File: config.mk
export PLATFORM = sky130hd
export DESIGN_NAME = button_long_press_repeat_unit
export DESIGN_NICKNAME = d
export VERILOG_FILES = /design/src/rtl/blpr_pkg.sv /design/src/rtl/blpr_step.sv /design/src/rtl/button_long_press_repeat_unit.sv
export SDC_FILE = /design/constraint.sdc
export NUM_CORES = 1
export LEC_CHECK = 0
export ABC_AREA = 1
export BUFFER_PORTS_ARGS = -buffer_cell sky130_fd_sc_hd__buf_2
export CAP_MARGIN = 20
export CORE_MARGIN = 2
export CORE_UTILIZATION = 45
export DETAILED_ROUTE_END_ITERATION = 12
export PLACE_DENSITY_LB_ADDON = 0.15
export SYNTH_ARGS = -nofsm -noshare
export SYNTH_HDL_FRONTEND = slang
export SYNTH_SLANG_ARGS = --single-unit
File: constraint.sdc
create_clock -name i_clk -period 4.64 [get_ports i_clk]
set_input_delay 0.232 -clock i_clk [delete_from_list [all_inputs] [get_ports i_clk]]
set_output_delay 0.232 -clock i_clk [all_outputs]
set_load 0.005 [all_outputs]
File: src/rtl/blpr_pkg.sv
package blpr_pkg;

    // event codes on the result channel
    typedef enum logic [1:0] {
        EV_NONE    = 2'd0,
        EV_PRESS   = 2'd1,
        EV_RELEASE = 2'd2,
        EV_LONG    = 2'd3
    } t_event;

    // button mode
    typedef enum logic [1:0] {
        MODE_UNDEF    = 2'd0,
        MODE_PRESSED  = 2'd1,
        MODE_RELEASED = 2'd2,
        MODE_LONG     = 2'd3
    } t_mode;

    // configuration register indexes
    typedef enum logic {
        CFG_LONG_PRESS = 1'b0,
        CFG_REPEAT     = 1'b1
    } t_cfg_idx;

    localparam int unsigned TICK_W   = 32;
    localparam int unsigned REPEAT_W = 8;

    localparam logic [TICK_W-1:0]   LONG_PRESS_RESET = 32'd1000;
    localparam logic [TICK_W-1:0]   REPEAT_RESET     = 32'd250;
    localparam logic [REPEAT_W-1:0] REPEAT_MAX       = 8'd255;

    // state carried from one poll to the next
    typedef struct packed {
        t_mode               mode;
        logic                prev_level;
        logic [TICK_W-1:0]   event_time;
        logic [REPEAT_W-1:0] repeat_count;
    } t_blpr_state;

    // result of one poll
    typedef struct packed {
        t_event              event_kind;
        logic [REPEAT_W-1:0] repeat_index;
        t_mode               mode_now;
    } t_blpr_result;

endpackage

File: src/rtl/blpr_step.sv
module blpr_step
    import blpr_pkg::*;
(
    input  t_blpr_state         i_state,
    input  logic [TICK_W-1:0]   i_tick_now,
    input  logic                i_level,
    input  logic [TICK_W-1:0]   i_long_press_ticks,
    input  logic [TICK_W-1:0]   i_repeat_ticks,
    output t_blpr_state         o_state,
    output t_blpr_result        o_result
);

    logic [TICK_W-1:0] elapsed;
    t_event            ev;
    logic [REPEAT_W-1:0] rep;
    t_blpr_state       nxt;

    // ticks since the last stamped event, modulo 2^32
    assign elapsed = i_tick_now - i_state.event_time;

    // edges first, then the timing checks of the current mode
    always_comb begin
        nxt            = i_state;
        nxt.prev_level = i_level;
        ev             = EV_NONE;
        rep            = '0;
        priority if (i_level && !i_state.prev_level) begin
            nxt.mode       = MODE_PRESSED;
            nxt.event_time = i_tick_now;
            ev             = EV_PRESS;
        end else if (!i_level && i_state.prev_level) begin
            nxt.mode = MODE_RELEASED;
            ev       = EV_RELEASE;
        end else if (i_state.mode == MODE_PRESSED) begin
            if (elapsed >= i_long_press_ticks) begin
                nxt.mode         = MODE_LONG;
                nxt.repeat_count = '0;
                nxt.event_time   = i_tick_now;
                ev               = EV_LONG;
            end
        end else if (i_state.mode == MODE_LONG) begin
            if (elapsed >= i_repeat_ticks) begin
                if (i_state.repeat_count != REPEAT_MAX) begin
                    nxt.repeat_count = i_state.repeat_count + 1'b1;
                end
                nxt.event_time = i_tick_now;
                ev             = EV_LONG;
                rep            = nxt.repeat_count;
            end
        end else begin
            // undefined or released mode with a steady level: no event
        end
    end

    assign o_state               = nxt;
    assign o_result.event_kind   = ev;
    assign o_result.repeat_index = rep;
    assign o_result.mode_now     = nxt.mode;

endmodule

File: src/rtl/button_long_press_repeat_unit.sv
// channel   direction  handshake                 payload
// in        to block   i_in_valid / o_in_stall   i_tick_now, i_level
// out       from block o_out_valid / i_out_stall o_event_kind, o_repeat_index, o_mode_now
// cfg       to block   i_cfg_valid / o_cfg_ready i_cfg_index, i_cfg_data
//
// one transaction per cycle while no stall holds; a poll's result passes through
// the input register, then the mode update into the result register
// reset is synchronous and active low; it clears mode, level, time stamp and count
// while the result is stalled one more poll waits in the input register
// configuration is always ready and takes effect on the next evaluated poll
module button_long_press_repeat_unit
    import blpr_pkg::*;
(
    input  logic                i_clk,
    input  logic                i_rst_n,
    input  logic                i_in_valid,
    output logic                o_in_stall,
    input  logic [TICK_W-1:0]   i_tick_now,
    input  logic                i_level,
    output logic                o_out_valid,
    input  logic                i_out_stall,
    output logic [1:0]          o_event_kind,
    output logic [REPEAT_W-1:0] o_repeat_index,
    output logic [1:0]          o_mode_now,
    input  logic                i_cfg_valid,
    output logic                o_cfg_ready,
    input  logic                i_cfg_index,
    input  logic [TICK_W-1:0]   i_cfg_data
);

    logic [TICK_W-1:0] r_long_press_ticks;
    logic [TICK_W-1:0] r_repeat_ticks;
    logic              r_in_valid;
    logic [TICK_W-1:0] r_in_tick;
    logic              r_in_level;
    logic              r_out_valid;
    t_blpr_result      r_result;
    t_blpr_state       r_state;
    t_blpr_state       n_state;
    t_blpr_result      n_result;
    logic              out_free;
    logic              in_take;

    // configuration writes
    assign o_cfg_ready = 1'b1;

    always_ff @(posedge i_clk) begin
        if (!i_rst_n) begin
            r_long_press_ticks <= LONG_PRESS_RESET;
            r_repeat_ticks     <= REPEAT_RESET;
        end else if (i_cfg_valid) begin
            unique case (t_cfg_idx'(i_cfg_index))
                CFG_LONG_PRESS: r_long_press_ticks <= i_cfg_data;
                CFG_REPEAT:     r_repeat_ticks     <= i_cfg_data;
                default:        ;
            endcase
        end
    end

    // handshake between the two register stages
    assign out_free   = !r_out_valid || !i_out_stall;
    assign o_in_stall = r_in_valid && !out_free;
    assign in_take    = i_in_valid && !o_in_stall;

    // input register
    always_ff @(posedge i_clk) begin
        if (!i_rst_n) begin
            r_in_valid <= 1'b0;
        end else if (in_take) begin
            r_in_valid <= 1'b1;
        end else if (out_free) begin
            r_in_valid <= 1'b0;
        end
    end

    always_ff @(posedge i_clk) begin
        if (in_take) begin
            r_in_tick  <= i_tick_now;
            r_in_level <= i_level;
        end
    end

    // per-poll decision logic
    blpr_step u_step (
        .i_state            (r_state),
        .i_tick_now         (r_in_tick),
        .i_level            (r_in_level),
        .i_long_press_ticks (r_long_press_ticks),
        .i_repeat_ticks     (r_repeat_ticks),
        .o_state            (n_state),
        .o_result           (n_result)
    );

    // button state advances as the poll moves into the result register
    always_ff @(posedge i_clk) begin
        if (!i_rst_n) begin
            r_state.mode         <= MODE_UNDEF;
            r_state.prev_level   <= 1'b0;
            r_state.event_time   <= '0;
            r_state.repeat_count <= '0;
            r_out_valid          <= 1'b0;
        end else if (out_free) begin
            r_out_valid <= r_in_valid;
            if (r_in_valid) begin
                r_state <= n_state;
            end
        end
    end

    // result register
    always_ff @(posedge i_clk) begin
        if (out_free && r_in_valid) begin
            r_result <= n_result;
        end
    end

    assign o_out_valid    = r_out_valid;
    assign o_event_kind   = r_result.event_kind;
    assign o_repeat_index = r_result.repeat_index;
    assign o_mode_now     = r_result.mode_now;

endmodule

==> impl_results.md <==
* DR DRC count at 0
* Die width at 147 um
* CP startpoint: r_in_tick[0]
* Clk root buf: clkbuf_16
* Syn Area/Cell at 7.63 um^2
* Worst EP required at 4.96 ns
* Fmax at 0.244 GHz
* Drt wl/cell at 13.1 um
* First-pass GRT wire length at 35,000 um
* Most frequent cells in the layout: nand2_1 (208), inv_1 (181), a21oi_1 (159), nor2_1 (118), dfxtp_1 (109)
* Fin. Hold Viols at 0
* Overflow after GRT at 0
* Post-route ant nets at 0
* Min-delay worst type: in -> reg
* Worst Skew at 0.0102 ns
* CTS Sinks at 154
* RSZ-0062 raised after global routing: no
* Syn_nets at 1,376
* Setup_tns at 0 ns
* H-Tree Depth at 4
* CTS tree: yes
* Nets at 1,483
* CP Class: reg -> reg
* DRT iter0 DRCs at 361
* Top cells by area, synth: dfxtp_1 (24%), edfxtp_1 (15%), ha_1 (13%)
* Core footprint at 0.0202 mm^2
* Arrival time worst endpoint at 4.41 ns
* Num rows at 52
* CP max stage cell: edfxtp_1
* Fillers at 1,952
* Most common cell after layout, fill and taps aside: nand2_1
* Via density at 4.98
* Worst path max stage delay at 0.40 ns
* Worst IR Drop VDD at 0.000238 V
* Async SR Flop Fraction at 0%
* Port Buffers at 84
* P_leak at 4.87 nW
* Total CTS buffers at 17
* Worst slew margin at 52.6%
* Reg clk slew, reported paths at 0.06 ns
* Seq/Total Area, Yosys at 38.4%
* Primary FF master, synth: dfxtp_1
* Area of the multi-input gates at 0.00482 mm^2
* Post-synth EDFFs at 45
* Post-layout min period at 4.09 ns
* Post-DP HPWL at 15,900 um
* Worst skew pair latency at 0.43 ns
* Diode count at 0
* Setup-failing EPs final at 0
* Vias in the first global route at 7,288
* Largest buffer count on any clock path at 2
* Die Ht at 147 um
* FF/Latch Area at 0.00353 mm^2
* Initial DRT Pass Iterations at 5
* Overall Power at 4.03 mW
* Slew Limit Fails at 0
* Layout Utilization at 53.6%
* Initial antenna violation count at 0
* MaxCap Viol Count at 0
* Largest fanout on the critical path at 44
* Layout cell share with drive strength beyond 1 at 10.8%
* Worst R2R Start: r_in_tick[0]
* Area of the die at 0.0216 mm^2
* Yosys top cell by area: dfxtp_1
* Top cell by count, worst path: nand2_1
* Vias at 7,942
* YS warnings at 0
* Syn Std Cell Area at 0.00920 mm^2
* Final period utilization at 88.1%
* CP endpoint kind: flop
* FF+latch count, synth at 154
* Boundary Pins at 86
* Critical path startpoint category: flop
* Yosys cell types at 41
* Largest net degree at the start of global routing at 65
* WHS at 0.0424 ns
* All-layer global routing usage at 20.0%
* Starting Density at 45.6%
* End of the worst register-to-register path: r_state[8]
* Synth top area share at 23.7%
* Worst-Margin Slew at 0.708 ns
* Final WL at 21,000 um
* Gpl congestion at 0.835
* Reg2reg path depth at 28
* Synthesis-to-layout area growth at 17.5%
* Reg2reg setup slack at 0.55 ns
* Mapped Cells at 1,206
* Pwr/cell area at 373 mW/mm^2
* Status: completed
* Min-delay src: i_cfg_data[3]
* Critical Path End: r_state[8]
==> cell families (layout without fill, tap and decap cells) <==
| kind of cell | Yosys count | in the layout | synth area share [%] |
|---|---|---|---|
| adders and majority gates | 99 | 99 | 13.5 |
| and+or+nand+nor | 409 | 409 | 18.8 |
| xor gates and xnor gates | 32 | 32 | 3.05 |
| AOI/OAI and AO/OA | 292 | 292 | 17.0 |
| DFF | 154 | 154 | 38.4 |
| buffers and inverters | 219 | 339 | 9.20 |
| other | 1 | 1 | 0.0407 |
==> metrics by stage <==
| stage | instance area, um^2 | setup slack, ns | instances |
|---|---|---|---|
| CTS | 10800 | 0.544 | 1595 |
| finish | 10800 | 0.550 | 1596 |
| global route | 10800 | 0.0721 | 1596 |
| floorplan | 9200 | 1.25 | 1206 |
| global placement | 9850 | 0.690 | 1530 |
| detailed placement | 9850 | 0.579 | 1530 |
==> repair_timing <==
item,4_1_cts,5_1_grt
endpoints found under the hold margin,33,0
hold buffers,33,0
gates resized for setup,0,0
buffers inserted,0,0
==> final cells by class <==
class	count	area share, %
multi-input combinational	833	44.6
clock inverter	15	1.85
sequential	154	32.7
timing repair buffer	125	7.50
inverter	182	6.32
clock buffer	17	3.93
tap	270	3.12
==> cell usage after synthesis, types with 2 or more instances <==
| cell | number |
|---|---|
| nand2_1 | 208 |
| inv_1 | 181 |
| a21oi_1 | 159 |
| nor2_1 | 118 |
| dfxtp_1 | 109 |
| ha_1 | 98 |
| o21ai_0 | 89 |
| edfxtp_1 | 45 |
| nand3_1 | 40 |
| clkbuf_1 | 29 |
| xor2_1 | 23 |
| o211ai_1 | 14 |
| nand4_1 | 13 |
| nor3_1 | 10 |
| xnor2_1 | 9 |
| a31oi_1 | 8 |
| a21o_1 | 6 |
| nand2_2 | 6 |
| o21a_1 | 6 |
| buf_4 | 4 |
| nor2_2 | 3 |
| nor4_1 | 3 |
| a211oi_1 | 2 |
| a21oi_2 | 2 |
| buf_2 | 2 |
| nand3_4 | 2 |
| o21ai_1 | 2 |
| or2_1 | 2 |
==> how the worst min path moves through the flow <==
| stage | endpoint | slack (ns) | cells after the start |
|---|---|---|---|
| 2_1_floorplan | r_in_level | 0.33 | 0 |
| 3_3_place_gp | r_in_tick[20] | 0.41 | 1 |
| 3_5_place_dp | r_in_tick[14] | 0.41 | 1 |
| 4_1_cts | r_long_press_ticks[3] | 0.03 | 3 |
| 5_1_grt | r_repeat_ticks[1] | 0.05 | 3 |
| 6_report | r_long_press_ticks[3] | 0.04 | 3 |
==> power by group <==
part           internal [mW]  switching [mW]  leakage [nW]
logic                  0.400           0.648          3.24
clock network          0.901           0.576         0.297
registers               1.47          0.0332          1.33
total                   2.77            1.26          4.87
==> sequential cells by signal (all words and copies together), names as in the netlist <==
register / count
r_repeat_ticks: 32
r_in_valid: 1
r_long_press_ticks: 32
o_event_kind: 2
o_out_valid: 1
o_mode_now: 2
r_in_tick: 32
o_repeat_index: 8
r_state: 43
r_in_level: 1
==> critical path, delay by kind of cell (launching register included) <==
| kind | cells | cell delay, ns |
|---|---|---|
| fa+ha+maj | 3 | 0.82 |
| simple gates | 18 | 1.59 |
| flops | 1 | 0.40 |
| compound gates | 3 | 0.57 |
| buf+inv | 4 | 0.57 |
==> routing by layer <==
metal / part of all wire, % / global-route usage [%]
met4: 1.3 / 5.58
met2: 43 / 30.3
met5: 0 / 0
met3: 3.6 / 3.42
met1: 52 / 29.6
Power figures use the tool's default switching activity.
